## config.mk

```make
export PLATFORM = sky130hd
export DESIGN_NAME = mkres_ctrl
export DESIGN_NICKNAME = d
export VERILOG_FILES = /design/src/rtl/mkres_pkg.sv /design/src/rtl/mkres_ctrl.sv
export SDC_FILE = /design/constraint.sdc
export NUM_CORES = 1
export LEC_CHECK = 0
export ABC_AREA = 1
export ABC_CLOCK_PERIOD_IN_PS = 2600
export BUFFER_PORTS_ARGS = -buffer_cell sky130_fd_sc_hd__buf_2
export CORE_ASPECT_RATIO = 0.9
export CORE_MARGIN = 2
export CORE_UTILIZATION = 30
export CTS_CLUSTER_DIAMETER = 30
export DETAILED_ROUTE_END_ITERATION = 7
export GPL_TIMING_DRIVEN = 0
export PLACE_DENSITY_LB_ADDON = 0.2
export SYNTH_ARGS = -nofsm -noshare
export SYNTH_HDL_FRONTEND = slang
export SYNTH_SLANG_ARGS = --single-unit
```

## constraint.sdc

```tcl
create_clock -name clk_i -period 2.6 [get_ports clk_i]
set_input_delay 0.13 -clock clk_i [delete_from_list [all_inputs] [get_ports clk_i]]
set_output_delay 0.13 -clock clk_i [all_outputs]
set_load 0.01 [all_outputs]
```

## src/rtl/mkres_pkg.sv

```systemverilog
`timescale 1ns / 1ps
package mkres_pkg;
  localparam int MaxRecords = 64;
  localparam int NameBytes  = 128;
  localparam int IdxW  = $clog2(MaxRecords);
  localparam int CntW  = $clog2(MaxRecords + 1);
  localparam int PosW  = $clog2(NameBytes);
  localparam int LenW  = $clog2(NameBytes + 1);
  localparam int AddrW = IdxW + PosW;

  localparam logic [1:0] OpStart = 2'd0;
  localparam logic [1:0] OpFirst = 2'd1;
  localparam logic [1:0] OpLast  = 2'd2;
  localparam logic [1:0] OpSort  = 2'd3;

  localparam logic [1:0] CritNone  = 2'd0;
  localparam logic [1:0] CritLast  = 2'd1;
  localparam logic [1:0] CritFirst = 2'd2;
  localparam logic [1:0] CritAge   = 2'd3;

  // controller to datapath
  typedef struct packed {
    logic load;       // accept an input word
    logic set_ij;     // i <= 0, j <= 1
    logic next_j;     // advance pair
    logic rd_pair;    // read order entries i, j
    logic rd_meta;    // read ages and lengths of a and b
    logic cmp_clr;    // restart byte compare, select name
    logic cmp_sel;    // 0 last name, 1 first name
    logic rd_byte;    // read bytes at position k
    logic cmp_step;   // compare bytes, advance k
    logic swap_wr_i;  // write order[i] <= b
    logic swap_wr_j;  // write order[j] <= a
    logic emit_clr;   // e <= 0
    logic emit_rd;    // read order[e]
    logic emit_age;   // read age of order[e]
    logic emit_next;  // e++
  } ctrl_t;

  // datapath to controller
  typedef struct packed {
    logic empty;       // no records loaded
    logic one_left;    // single record -> no pairs
    logic pair_done;   // j was last, i would reach end
    logic ages_eq;
    logic age_swap;    // age a < age b
    logic cmp_done;    // byte compare resolved
    logic [1:0] cmp_res; // 0 eq, 1 lt, 2 gt
    logic emit_last;
  } stat_t;

  localparam logic [1:0] CmpEq = 2'd0;
  localparam logic [1:0] CmpLt = 2'd1;
  localparam logic [1:0] CmpGt = 2'd2;
endpackage

```

## src/rtl/mkres_ctrl.sv

```systemverilog
`timescale 1ns / 1ps
module mkres_ctrl (
  input  logic             clk_i,
  input  logic             rst_ni,
  input  logic [1:0]       criterion_i,
  input  logic             in_valid_i,
  input  logic [1:0]       op_i,
  output logic             in_ready_o,
  input  logic             out_ready_i,
  output logic             out_valid_o,
  output logic             no_records_o,
  output logic             last_o,
  output logic             cap_o,        // load result register this cycle
  output mkres_pkg::ctrl_t ctrl_o,
  input  mkres_pkg::stat_t stat_i
);
  import mkres_pkg::*;

  typedef enum logic [4:0] {
    S_IDLE, S_RP0, S_RP1, S_RP2, S_RM0, S_RM1, S_RM2, S_DEC,
    S_CLR, S_B0, S_B1, S_B2, S_BW, S_RES, S_SW, S_NEXT,
    S_E0, S_E1, S_E2, S_OUT, S_SWJ
  } state_e;

  state_e state_q;
  logic   sel_q;        // name under compare: 0 last, 1 first
  logic   stage_q;      // criterion 3: 0 last-name stage, 1 first-name stage
  logic   ovalid_q, nrec_q, last_q;

  logic accept;
  assign accept = in_valid_i && in_ready_o;
  assign in_ready_o = state_q == S_IDLE && !ovalid_q;

  always_comb begin
    ctrl_o = '0;
    ctrl_o.load = accept;
    ctrl_o.cmp_sel = sel_q;
    cap_o = 1'b0;
    unique case (state_q)
      S_RP0, S_RP1: ctrl_o.rd_pair = 1'b1;
      S_RM0, S_RM1: ctrl_o.rd_meta = 1'b1;
      S_CLR:        ctrl_o.cmp_clr = 1'b1;
      S_B0:         ctrl_o.rd_byte = 1'b1;
      S_B1:         begin ctrl_o.rd_byte = 1'b1; ctrl_o.cmp_step = 1'b1; end
      S_B2:         ctrl_o.cmp_step = 1'b1;
      S_SW:         ctrl_o.swap_wr_i = 1'b1;
      S_SWJ:        ctrl_o.swap_wr_j = 1'b1;
      S_NEXT:       ctrl_o.next_j = 1'b1;
      S_E0:         ctrl_o.emit_rd = 1'b1;
      S_E1:         ctrl_o.emit_age = 1'b1;
      default: ;
    endcase
    if (state_q == S_IDLE && accept && op_i == OpSort) begin
      ctrl_o.set_ij = 1'b1; ctrl_o.emit_clr = 1'b1;
    end
    if (state_q == S_E2) cap_o = 1'b1;
    // word taken: move to the next sorted place
    if (state_q == S_OUT && out_ready_i) ctrl_o.emit_next = 1'b1;
  end

  // byte reads: S_B0 issues a, S_B1 issues b and grabs a, S_B2 compares b
  logic swap_now;
  always_comb begin
    swap_now = 1'b0;
    unique case (criterion_i)
      CritLast:  swap_now = stat_i.cmp_res == CmpGt;
      CritFirst: swap_now = stat_i.cmp_res == CmpLt;
      default:   swap_now = stage_q ? stat_i.cmp_res == CmpLt : stat_i.cmp_res == CmpGt;
    endcase
  end

  always_ff @(posedge clk_i or negedge rst_ni) begin
    if (!rst_ni) begin
      state_q <= S_IDLE; sel_q <= 1'b0; stage_q <= 1'b0;
      ovalid_q <= 1'b0; nrec_q <= 1'b0; last_q <= 1'b0;
    end else begin
      if (ovalid_q && out_ready_i) ovalid_q <= 1'b0;
      unique case (state_q)
        S_IDLE: begin
          if (accept && op_i == OpSort) begin
            if (stat_i.empty) begin
              ovalid_q <= 1'b1; nrec_q <= 1'b1; last_q <= 1'b1; state_q <= S_OUT;
            end else if (stat_i.one_left || criterion_i == CritNone) begin
              state_q <= S_E0;
            end else begin
              state_q <= S_RP0;
            end
          end
        end
        S_RP0: state_q <= S_RP1;
        S_RP1: state_q <= S_RP2;
        S_RP2: state_q <= S_RM0;
        S_RM0: state_q <= S_RM1;
        S_RM1: state_q <= S_RM2;
        S_RM2: state_q <= S_DEC;
        S_DEC: begin
          stage_q <= 1'b0;
          if (criterion_i == CritAge && !stat_i.ages_eq) begin
            state_q <= stat_i.age_swap ? S_SW : S_NEXT;
          end else begin
            sel_q <= criterion_i == CritFirst;
            state_q <= S_CLR;
          end
        end
        S_CLR: state_q <= S_BW;
        S_BW:  state_q <= stat_i.cmp_done ? S_RES : S_B0;
        S_B0:  state_q <= S_B1;
        S_B1:  state_q <= S_B2;
        S_B2:  state_q <= S_BW;
        S_RES: begin
          if (criterion_i == CritAge && !stage_q && stat_i.cmp_res == CmpEq) begin
            stage_q <= 1'b1; sel_q <= 1'b1; state_q <= S_CLR;
          end else begin
            state_q <= swap_now ? S_SW : S_NEXT;
          end
        end
        S_SW:  state_q <= S_SWJ;
        S_SWJ: state_q <= S_NEXT;
        S_NEXT: state_q <= stat_i.pair_done ? S_E0 : S_RP0;
        S_E0:  state_q <= S_E1;
        S_E1:  state_q <= S_E2;
        S_E2: begin
          ovalid_q <= 1'b1; nrec_q <= 1'b0; last_q <= stat_i.emit_last;
          state_q <= S_OUT;
        end
        S_OUT: begin
          if (out_ready_i) begin
            state_q <= (last_q) ? S_IDLE : S_E0;
          end
        end
        default: state_q <= S_IDLE;
      endcase
    end
  end

  assign out_valid_o  = ovalid_q;
  assign no_records_o = nrec_q;
  assign last_o       = last_q;
endmodule

```

Yosys cells after proc, flatten, opt, wreduce, memory -nomap -nowiden

Index checks and enable logic that the tools add are counted.

Bits in registers: 10
Word-level logic and storage cells: 104
Input port bits: 17
Output and inout port bits: 20

Equality and inequality tests: 31
Muxes and demuxes: 39
Reduce and logical (&&, ||, !) cells: 28

Operator list:

| kind                 | number |
|---|---|
| $pmux W5 S20         | 1 |
| $eq A5 B4 Y1 const B | 8 |
| $mux W5              | 6 |
| $eq A5 B5 Y1 const B | 5 |
| $mux W1              | 23 |
| $eq A5 B3 Y1 const B | 4 |
| $pmux W1 S2          | 6 |
| $eq A5 B2 Y1 const B | 2 |
| $logic_and A1 B1 Y1  | 10 |
| $reduce_or A2 Y1     | 5 |
| $mux W3              | 3 |
| $eq A2 B2 Y1 const B | 4 |
| $ne A2 B2 Y1 const B | 4 |
| $reduce_and A3 Y1    | 2 |
| $eq A5 B1 Y1 const B | 1 |
| $logic_not A5 Y1     | 1 |
| $eq A2 B1 Y1 const B | 2 |
| $logic_not A2 Y1     | 2 |
| $reduce_and A2 Y1    | 2 |
| $reduce_bool A2 Y1   | 2 |
| $logic_not A1 Y1     | 3 |
| $ne A2 B1 Y1 const B | 1 |
| $logic_or A1 B1 Y1   | 1 |

Depth between registers and ports, before layout

Gate-level depths: netlist (run 1).

Word-level depth: 6
Depth in mapped cells: 10
Gate-level depth less buffers: 10

Worst setup path after synthesis (run 1)

Ideal clock, no wire load.

Path type: register to register
From: register state_q[3]
To: register nrec_q, in the netlist no_records_o
Stages on the path, launching flop included: 9
Clock period less this slack: 1368 ps
Required time: 2474 ps
Arrival: 1241 ps
Buffers on the path: 0
Slack: 1232 ps
Setup time: 126 ps
Cells stage by stage: dfrtp_1 nor2_4 nand3_4 nor2_2 nand3_2 nand2_1 nand2_1 nand2_1 o21ai_0

Word-level cells in the longest chain between the ends: 6
Elaborated cells on any way between the ends: 10
Those cells by class: eq/ne (3); mux (1); reduce/logical (6)

RTL lines:

| element                            | line              | text |
|---|---|---|
| start: declaration                 | mkres_ctrl.sv:25  | `state_e state_q;` |
| start signal: assignment           | mkres_ctrl.sv:99  | `state_q <= stat_i.age_swap ? S_SW : S_NEXT;` |
| start signal: assignment           | mkres_ctrl.sv:106 | `S_BW: state_q <= stat_i.cmp_done ? S_RES : S_B0;` |
| start signal: assignment           | mkres_ctrl.sv:114 | `state_q <= swap_now ? S_SW : S_NEXT;` |
| $logic_not A5 Y1                   | mkres_ctrl.sv:32  | `assign in_ready_o = state_q == S_IDLE && !ovalid_q;` |
| $logic_and A1 B1 Y1                | mkres_ctrl.sv:32  |  |
| named net in_ready_o               | mkres_ctrl.sv:8   | `output logic in_ready_o,` |
| $logic_and A1 B1 Y1                | mkres_ctrl.sv:31  | `assign accept = in_valid_i && in_ready_o;` |
| $logic_and A1 B1 Y1                | mkres_ctrl.sv:80  | `if (accept && op_i == OpSort) begin` |
| $ne A2 B1 Y1 (no source line)      | --                |  |
| $reduce_and A3 Y1 (no source line) | --                |  |
| end signal: assignment             | mkres_ctrl.sv:75  | `ovalid_q <= 1'b0; nrec_q <= 1'b0; last_q <= 1'b0;` |
| end signal: assignment             | mkres_ctrl.sv:82  | `ovalid_q <= 1'b1; nrec_q <= 1'b1; last_q <= 1'b1; state_q <= S_OUT;` |
| end signal: assignment             | mkres_ctrl.sv:123 | `ovalid_q <= 1'b1; nrec_q <= 1'b0; last_q <= stat_i.emit_last;` |
| end: declaration                   | mkres_ctrl.sv:28  | `logic ovalid_q, nrec_q, last_q;` |

The timed path passes the listed nets, and every way through them passes these cells.
A chain may end at the register's enable or synchronous reset.

==> results of run 1 <==
-- metal layers --
metal / share of wire [%] / wire length [µm] / vias up
li1: - / - / 604
met1: 49 / 1310 / 504
met2: 46 / 1240 / 17
met3: 3.5 / 95 / 2
met4: 1.0 / 27 / 0
met5: 0 / 0 / -
-- metrics by stage --
step	setup WS [ns]	hold WS (ns)	area [µm²]	cells	total power, µW
CTS	0.856	0.111	1270	250	1140
floorplan	1.23	-0.166	990	167	794
finish	0.871	0.118	1270	250	1130
detailed placement	1.09	0.0155	1220	245	991
global placement	1.07	0.0110	1220	245	993
global route	0.725	0.124	1270	250	1260
-- cell usage in the layout, fill, tap and decap left out --
master / count
nand2_1: 41
buf_2: 37
inv_1: 31
nor2_1: 28
nand3_1: 19
dfrtp_1: 10
a21oi_1: 6
o21ai_0: 5
nor3_1: 4
nand4_1: 4
ha_1: 4
buf_4: 3
clkbuf_4: 3
inv_2: 2
nor2_4: 2
nor2_2: 2
o21ai_1: 1
nand3_4: 1
nand3_2: 1
a21boi_1: 1
a32oi_1: 1
clkbuf_8: 1
dlygate4sd3_1: 1
-- worst paths after layout --
| path | startpoint | endpoint | slack [ns] | depth (start not counted) |
|---|---|---|---|---|
| max | state_q[3] | ctrl_o[13] | 0.87 | 7 |
| min | stat_i[3] | state_q[2] | 0.12 | 3 |
| max reg2reg | state_q[4] | sel_q | 1.07 | 7 |
| min reg2reg | no_records_o | no_records_o | 0.51 | 2 |
| max in group asynchronous | rst_ni | no_records_o | 2.14 | 2 |
| min in group asynchronous | rst_ni | stage_q | 0.26 | 2 |
-- power by group --
group          switching (µW)  leakage [µW]  internal (µW)
combinational             445      0.000687            256
clock                    57.7     0.0000210           84.9
sequential               66.9      0.000125            220
-- cell type report --
| cell class | count | area, µm² | area share (%) |
|---|---|---|---|
| inverters | 33 | 124 | 9.76 |
| multi-input cells | 120 | 588 | 46.4 |
| plain buffers | 4 | 27.5 | 2.17 |
| well taps | 42 | 52.6 | 4.14 |
| flip-flops and latches | 10 | 250 | 19.7 |
| repair buffers | 37 | 190 | 15.0 |
| clock buffers | 4 | 36.3 | 2.86 |
-- flip-flops by register name (all words and copies together), names as in the netlist --
register and count:
stage_q 1, out_valid_o 1, state_q 5, no_records_o 1, sel_q 1, last_o 1
-- logic make-up (layout without fill, tap and decap cells) --
group	count (synthesis)	after routing	share of synthesized area, %
flip-flops	10	10	25.3
adder cells (fa/ha/maj)	4	4	5.06
buffers and inverters	37	78	15.3
AND/OR/NAND/NOR	102	102	46.6
AO/OA/AOI/OAI	14	14	7.71
-- repair_timing --
action | CTS | global route
hold buffers | 1 | 0
endpoints found under the setup margin | 0 | 0
resized for setup | 0 | 0
hold endpoints to repair | 10 | 0
-- worst max-delay path, delay by kind of cell (launching register included) --
kind	cells	cell delay (ns)
and+or+nand+nor	4	0.60
DFF	1	0.45
buffers and inverters	3	0.28
==> qor.csv, run 1 <==
metric,value,unit
Mean Syn Cell Area,5.93,µm²
clock root buffer,clkbuf_4,
DR iter-0 viols,49,
Worst EP required,2.47,ns
Syn Inst Count,167,
postcts setup bufs,0,
All-Layer GR Usage,15.1,%
minimum clock period,1.73,ns
met1 capacity usage during global routing,21.6,%
first-pass GRT wire length,4460,µm
Synth top area share,25.3,%
Final Hold Fails,0,
Peak supply drop,385,µV
most frequent cells after synthesis,"nand2_1 (41), inv_1 (31), nor2_1 (28), nand3_1 (19), dfrtp_1 (10)",
total number of vias,1127,
Leakage,0.000833,µW
number of synthesized flops with an enable pin,0,
Synth Flop Type,dfrtp_1,
# DRC,0,
main area contributors after synthesis,"dfrtp_1 (25%), nand2_1 (16%), inv_1 (12%), nor2_1 (11%), nand3_1 (9.6%)",
Chip Height,58.5,µm
Max-Cap Viols,0,
Post-DRT Antenna Nets,0,
critical path type,flip-flop to primary output,
Final GP Congestion,0.835,
dpl hpwl,2230,µm
Buffers on Ports,36,
DR vias/cell,4.51,
maximum single-stage delay on the critical path,0.45,ns
Final nets,230,
fmax,578,MHz
GR Util met2,23.5,%
setup violators final,0,
core area,3090,µm²
GRT met3 Usage,1.34,%
die width,64.5,µm
crit path launch type,flip-flop,
H-tree depth,1,
share of layout cells above drive strength 1,25.0,%
HP Class,primary input to flip-flop,
most area-hungry cell type in the Yosys netlist,dfrtp_1,
Fillers,362,
Synth cell types,20,
worst-path maximum fanout,8,
asr flop ratio synth,100,%
overflow left after global routing,0,
drt pass-1 iters,4,
IO Count,37,
TNS Setup,0,ns
worst slew pin tran,0.372,ns
Yosys warning total,0,
clock buffer depth,2,
Antenna Diode Count,0,
data arrival time at the worst-slack endpoint,1.60,ns
Worst setup EP type,primary output,
Post-Syn Area,990,µm²
DR WL/cell,10.7,µm
Final Skew,0.000524,ns
clk slew on worst S/H paths,0.07,ns
number of global-route vias before repair,995,
"Cell Chain, Critical Path","nor2_4, nand3_4, nor2_2, nand3_2, inv_1, buf_4, buf_2",
most frequent cell after synthesis,nand2_1,
"Clk Latency, worst-skew pair",0.26,ns
Worst path slowest cell,dfrtp_1,
CTS tree,done,
Max-slew headroom,75.1,%
largest net degree at the start of global routing,11,
busiest layer in global routing,met2,
Initial Utilization,32.0,%
synth-to-layout area growth,28.2,%
status,"finished, final reports clean",
Yosys reg bits,10,
row cnt,19,
RSZ-0062 raised after global routing,no,
Finished Core Util,41.1,%
Routed WL,2680,µm
final period utilization,66.5,%
CTS buffer count,3,
initial antenna violation count,0,
PwrDens,891,nW/µm²
CTS sink cnt,10,
"Seq/Total Area, Yosys",25.3,%
die area,3780,µm²
syn_nets,188,
fin. max-slew vios,0,
Power figures use the tool's default switching activity.
==> run 2, diff against run 1 <==
Settings changed: ABC_CLOCK_PERIOD_IN_PS 2600 to 1600.
Clock period 2.6 ns to 1.6 ns, I/O delays scaled along.
==> run 2 against run 1 <==
Against the previous run: clock skew up 0.00065 ns; clock power up 62%; sequential share of layout area down 1.0 points; routed wire length up 5.0%; critical endpoint is now ctrl_o[11]; highest routed layer unchanged.
==> qor.csv, run 2 (synthesized netlist as in run 1, its figures left out) <==
metric,value,unit,change
largest register by flop count,state_q,,
Comb power frac,64.5,%,+2.5 points
minimum clock period,1.53,ns,
Final nets,234,,+1.7%
"CP delay by family, top",simple AND/OR/NAND/NOR gates,,
max reg flops,5,,unchanged
Final GP Congestion,0.835,,unchanged
PwrDens,1480,nW/µm²,+66%
worst slew pin tran,0.259,ns,-0.113 ns
fmax,652,MHz,
Switch Pwr,999,µW,+75%
row cnt,19,,unchanged
Worst setup EP type,primary output,,
dpl hpwl,2230,µm,unchanged
number of global-route vias before repair,1020,,+2.5%
worst reg-to-reg setup slack,0.07,ns,-1.00 ns
"most used cell, CP",nand2_1,,
synth-to-layout area growth,37.0,%,
DR vias/cell,4.56,,+1.2%
CTS buffer count,3,,unchanged
Clk pwr share,11.5,%,-1.1 points
fin. max-slew vios,0,,unchanged
share of layout cells above drive strength 1,32.1,%,+7.1 points
setup violators final,0,,unchanged
Chip Height,58.5,µm,unchanged
"Buf+Inv Stages, Crit Path",2,,-1
hold path startpoint,stat_i[3],,
Fillers,347,,-4.1%
total number of vias,1159,,+2.8%
RSZ-0062 raised after global routing,yes,,
Initial Utilization,32.0,%,unchanged
Max-slew headroom,82.5,%,+7.4 points
Flop pwr share,24.0,%,-1.4 points
Post-DRT Antenna Nets,0,,unchanged
crit path launch type,flip-flop,,
r2r worst-path depth,9,,+2
Final Skew,0.00117,ns,+0.000647 ns
Leakage,0.000848,µW,+1.8%
Worst path slowest cell,dfrtp_2,,
"commonest cells after routing, fill and taps aside","nand2_1 (41), buf_2 (36), inv_1 (30)",,
"leading cell type in the layout, fill and taps excluded",nand2_1,,
CTS sink cnt,10,,unchanged
Peak supply drop,657,µV,+71%
"Cell Chain, Critical Path","nor2_4, inv_1, nor2_1, nand2_1, nand2_1, buf_2",,
worst-path maximum fanout,5,,-3
Placement Cell Area,1220,µm²,unchanged
FF-to-FF Start,state_q[3],,
Antenna Diode Count,0,,unchanged
# DRC,0,,unchanged
clk slew on worst S/H paths,0.07,ns,about the same
HP Class,primary input to flip-flop,,
"Clk Latency, worst-skew pair",0.26,ns,about the same
data arrival time at the worst-slack endpoint,1.45,ns,-0.15 ns
IO Count,37,,unchanged
die area,3780,µm²,unchanged
Max-Cap Viols,0,,unchanged
Buffers on Ports,36,,unchanged
P_int,1000,µW,+79%
first-pass GRT wire length,4540,µm,+1.9%
final period utilization,95.8,%,
Hold Path End,state_q[2],,
DR WL/cell,11.1,µm,+3.4%
maximum single-stage delay on the critical path,0.46,ns,about the same
Reg2Reg Capture Point,no_records_o,,
clock buffer depth,2,,unchanged
Switching Fraction,49.9,%,-0.52 points
die width,64.5,µm,unchanged
cell area after layout,1360,µm²,+6.9%
overflow left after global routing,0,,unchanged
critical path type,flip-flop to primary output,,
CTS tree,done,,
Final Hold Fails,0,,unchanged
Routed WL,2810,µm,+5.0%
Worst EP required,1.52,ns,-0.95 ns
hold path depth,3,,unchanged
core area,3090,µm²,unchanged
DR iter-0 viols,58,,+18%
initial antenna violation count,0,,unchanged
All-Layer GR Usage,15.4,%,+0.29 points
clock root buffer,clkbuf_4,,
drt pass-1 iters,4,,unchanged
Finished Core Util,43.9,%,+2.8 points
status,"finished, final reports clean",,
largest net degree at the start of global routing,11,,unchanged
H-tree depth,1,,unchanged
run 2: worst max path at each step:
| stage | from | endpoint | cells after the start |
|---|---|---|---|
| 3_5_place_dp | state_q[4] | sel_q | 7 |
| 2_1_floorplan | state_q[3] | no_records_o | 8 |
| 6_report | state_q[3] | ctrl_o[11] | 6 |
| 4_1_cts | state_q[3] | ctrl_o[10] | 4 |
| 3_3_place_gp | state_q[4] | sel_q | 7 |
| 5_1_grt | state_q[3] | ctrl_o[11] | 6 |
run 2: cell type report:
type	instances	area, µm²	share of cell area (%)
Buffer	3	20.0	1.48
Sequential cell	10	254	18.7
Clock buffer	4	36.3	2.68
Timing Repair Buffer	42	234	17.3
Tap cell	42	52.6	3.87
Inverter	33	124	9.13
Multi-Input combinational cell	120	636	46.9
run 2: repair_timing:
action | in CTS | in global routing
pin swaps | 2 | 4
resized for setup | 0 | 16
endpoints found under the hold margin | 10 | 0
hold buffers | 1 | 0
gates cloned | 0 | 0
setup buffers | 2 | 3
setup endpoints to repair | 3 | 14
run 2: worst reg2reg max path, delay by kind of cell, from the launching register on:
kind / cells / cell delay, ns
compound gates: 1 / 0.08
flops: 1 / 0.46
simple gates: 7 / 0.74
buf+inv: 1 / 0.14
run 2: through the flow:
stage / TNS (ns) / power [µW] / setup WS, ns / cells / hold slack [ns]
after floorplan: 0 / 1290 / 0.232 / 167 / -0.216
after global placement: 0 / 1610 / 0.0660 / 245 / -0.0390
after detailed placement: 0 / 1610 / 0.0906 / 245 / -0.0345
after CTS: -0.00238 / 1890 / -0.00238 / 252 / 0.0615
after global routing: -0.140 / 2210 / -0.0353 / 254 / 0.0739
final: 0 / 2000 / 0.0672 / 254 / 0.0702
run 2: power groups by stage:
| stage | sequential, µW | combinational, µW | clock [µW] |
|---|---|---|---|
| 2_1_floorplan | 460 | 831 | 0 |
| 3_3_place_gp | 471 | 1140 | 0 |
| 3_5_place_dp | 469 | 1140 | 0 |
| 4_1_cts | 465 | 1190 | 239 |
| 5_1_grt | 494 | 1460 | 258 |
| 6_report | 481 | 1290 | 231 |
run 2: routing by layer:
metal  global-route usage, %  routed length [µm]
met2                    24.3                1340
met5                       0                   0
met4                    7.29                  47
met1                    21.2                1270
met3                    1.72                 148
==> run 3, diff against run 2 <==
--- a/constraint.sdc
+++ b/constraint.sdc
@@ -3,2 +3,2 @@
 set_output_delay 0.08 -clock clk_i [all_outputs]
-set_load 0.01 [all_outputs]
+set_load 0.05 [all_outputs]
==> run 3 against run 2 <==
Against the previous run: the flow now finishes with violations (negative setup slack); count of clock-buffer cells in the layout unchanged; global-route usage increased by 1.3 points; flip-flop and latch count unchanged; worst hold slack is essentially flat; first-iteration DRC count unchanged; critical path depth grew 1; final area increased by 15%; critical path type unchanged; largest power group unchanged; highest routed layer unchanged.
==> qor.csv, run 3 (synthesized netlist as in run 1, its figures left out) <==
metric,value,unit,change
overflow left after global routing,0,,unchanged
die area,3780,µm²,unchanged
largest register by flop count,state_q,,
clk slew on worst S/H paths,0.08,ns,about the same
RSZ-0062 raised after global routing,yes,,
final worst slack,-0.00327,ns,-0.0705 ns
Buffers on Ports,36,,unchanged
IO Count,37,,unchanged
synth-to-layout area growth,57.1,%,
Worst EP required,1.52,ns,about the same
"leading cell type in the layout, fill and taps excluded",nand2_1,,
status,"complete, but fails checks",,
CTS tree,done,,
core area,3090,µm²,unchanged
cell area after layout,1560,µm²,+15%
CTS sink cnt,10,,unchanged
fin. max-slew vios,0,,unchanged
Chip Height,58.5,µm,unchanged
Max-Cap Viols,0,,unchanged
Worst path slowest cell,dfrtp_2,,
number of global-route vias before repair,1076,,+5.5%
"Clk Latency, worst-skew pair",0.27,ns,about the same
Final Hold Fails,0,,unchanged
first-pass GRT wire length,4830,µm,+6.4%
row cnt,19,,unchanged
share of layout cells above drive strength 1,41.2,%,+9.1 points
"Cell Chain, Critical Path","nor2_4, nand3_4, nor2_4, nand3_4, clkinvlp_4, buf_8, buf_8",,
All-Layer GR Usage,16.7,%,+1.3 points
data arrival time at the worst-slack endpoint,1.52,ns,+0.07 ns
total number of vias,1175,,+1.4%
Max-slew headroom,79.0,%,-3.5 points
Leakage,0.000875,µW,+3.2%
maximum single-stage delay on the critical path,0.46,ns,about the same
# DRC,0,,unchanged
"commonest cells after routing, fill and taps aside","nand2_1 (35), inv_1 (26), buf_2 (23)",,
clock buffer depth,2,,unchanged
setup violators final,1,,+1
Hold WS,0.0705,ns,+0.000305 ns
Final nets,238,,+1.7%
largest net degree at the start of global routing,11,,unchanged
worst-path maximum fanout,6,,+1
Final Skew,0.00484,ns,+0.00367 ns
Initial Utilization,32.0,%,unchanged
Final GP Congestion,0.813,,-2.6%
initial antenna violation count,0,,unchanged
die width,64.5,µm,unchanged
critical path type,flip-flop to primary output,,
clock root buffer,clkbuf_4,,
fmax,624,MHz,-4.4%
hold path depth,3,,unchanged
worst slew pin tran,0.314,ns,+0.0553 ns
DR WL/cell,11.1,µm,about the same
max reg flops,5,,unchanged
TNS Setup,-0.00327,ns,-0.00327 ns
PwrDens,1710,nW/µm²,+16%
dpl hpwl,2210,µm,-0.65%
Peak supply drop,841,µV,+28%
Placement Cell Area,1260,µm²,+3.1%
failing checks,negative setup slack,,
DR vias/cell,4.55,,-0.19%
drt pass-1 iters,4,,unchanged
Routed WL,2860,µm,+1.7%
H-tree depth,1,,unchanged
HP Class,primary input to flip-flop,,
Post-DRT Antenna Nets,0,,unchanged
final period utilization,100,%,+4.4 points
r2r worst-path depth,7,,-2
Worst setup EP type,primary output,,
DR iter-0 viols,58,,unchanged
crit path launch type,flip-flop,,
CTS buffer count,3,,unchanged
minimum clock period,1.60,ns,+0.0705 ns
Antenna Diode Count,0,,unchanged
==> run 3: cell types whose count changed in the layout (fill, tap and decap cells not counted), sizes merged <==
cell and delta:
inv -1, buf +3, clkbuf +1, clkinvlp +1
==> run 3: final timing paths <==
kind / to / start / slack [ns]
setup reg to reg: sel_q / state_q[4] / 0.07
max in group asynchronous: state_q[1] / rst_ni / 1.18
setup / recovery: ctrl_o[13] / state_q[1] / -0.003
hold reg to reg: no_records_o / no_records_o / 0.50
min in group asynchronous: stage_q / rst_ni / 0.20
hold / removal: state_q[2] / stat_i[3] / 0.07
==> run 3: critical path: cells and delay by family, from the launching register on <==
| kind | cells | cell delay, ns |
|---|---|---|
| simple gates | 4 | 0.50 |
| flops | 1 | 0.46 |
| buf+inv | 3 | 0.31 |
==> run 3: cell type report <==
cell class | count | area [µm²]
inverters | 33 | 128
well taps | 42 | 52.6
multi-input cells | 120 | 708
fillers | 319 | 1540
clock buffers | 4 | 36.3
plain buffers | 4 | 35.0
flip-flops and latches | 10 | 254
repair buffers | 45 | 342
==> run 3: per-stage QoR <==
stage	utilization [%]	setup slack (ns)	instances	power (µW)
finish	50.3	-0.00327	258	2660
global route	50.3	-0.100	258	2910
CTS	45.7	-0.0171	254	2420
detailed placement	40.8	-0.00698	245	2010
global placement	40.8	-0.0101	245	2020
floorplan	-	-0.108	167	1690
==> run 3: metal layers <==
| metal | track usage (%) | part of all wire [%] | vias up |
|---|---|---|---|
| met2 | 25.9 | 48 | 26 |
| li1 | - | - | 626 |
| met4 | 8.81 | 1.5 | 0 |
| met5 | 0 | 0 | - |
| met1 | 22.6 | 45 | 519 |
| met3 | 2.49 | 5.4 | 4 |
==> run 3: power breakdown <==
group,leakage (µW),internal (µW),switching [µW]
logic,0.000733,673,1280
registers,0.000121,363,115
clock network,0.0000210,138,95.5
total,0.000875,1170,1490
==> run 3: repair_timing <==
action / in CTS / in global routing
resized for setup: 24 / 37
endpoints found under the hold margin: 10 / 0
pin swaps: 3 / 6
hold buffers: 1 / 0
buffers inserted: 4 / 4
setup endpoints to repair: 12 / 17
gates cloned: 0 / 0
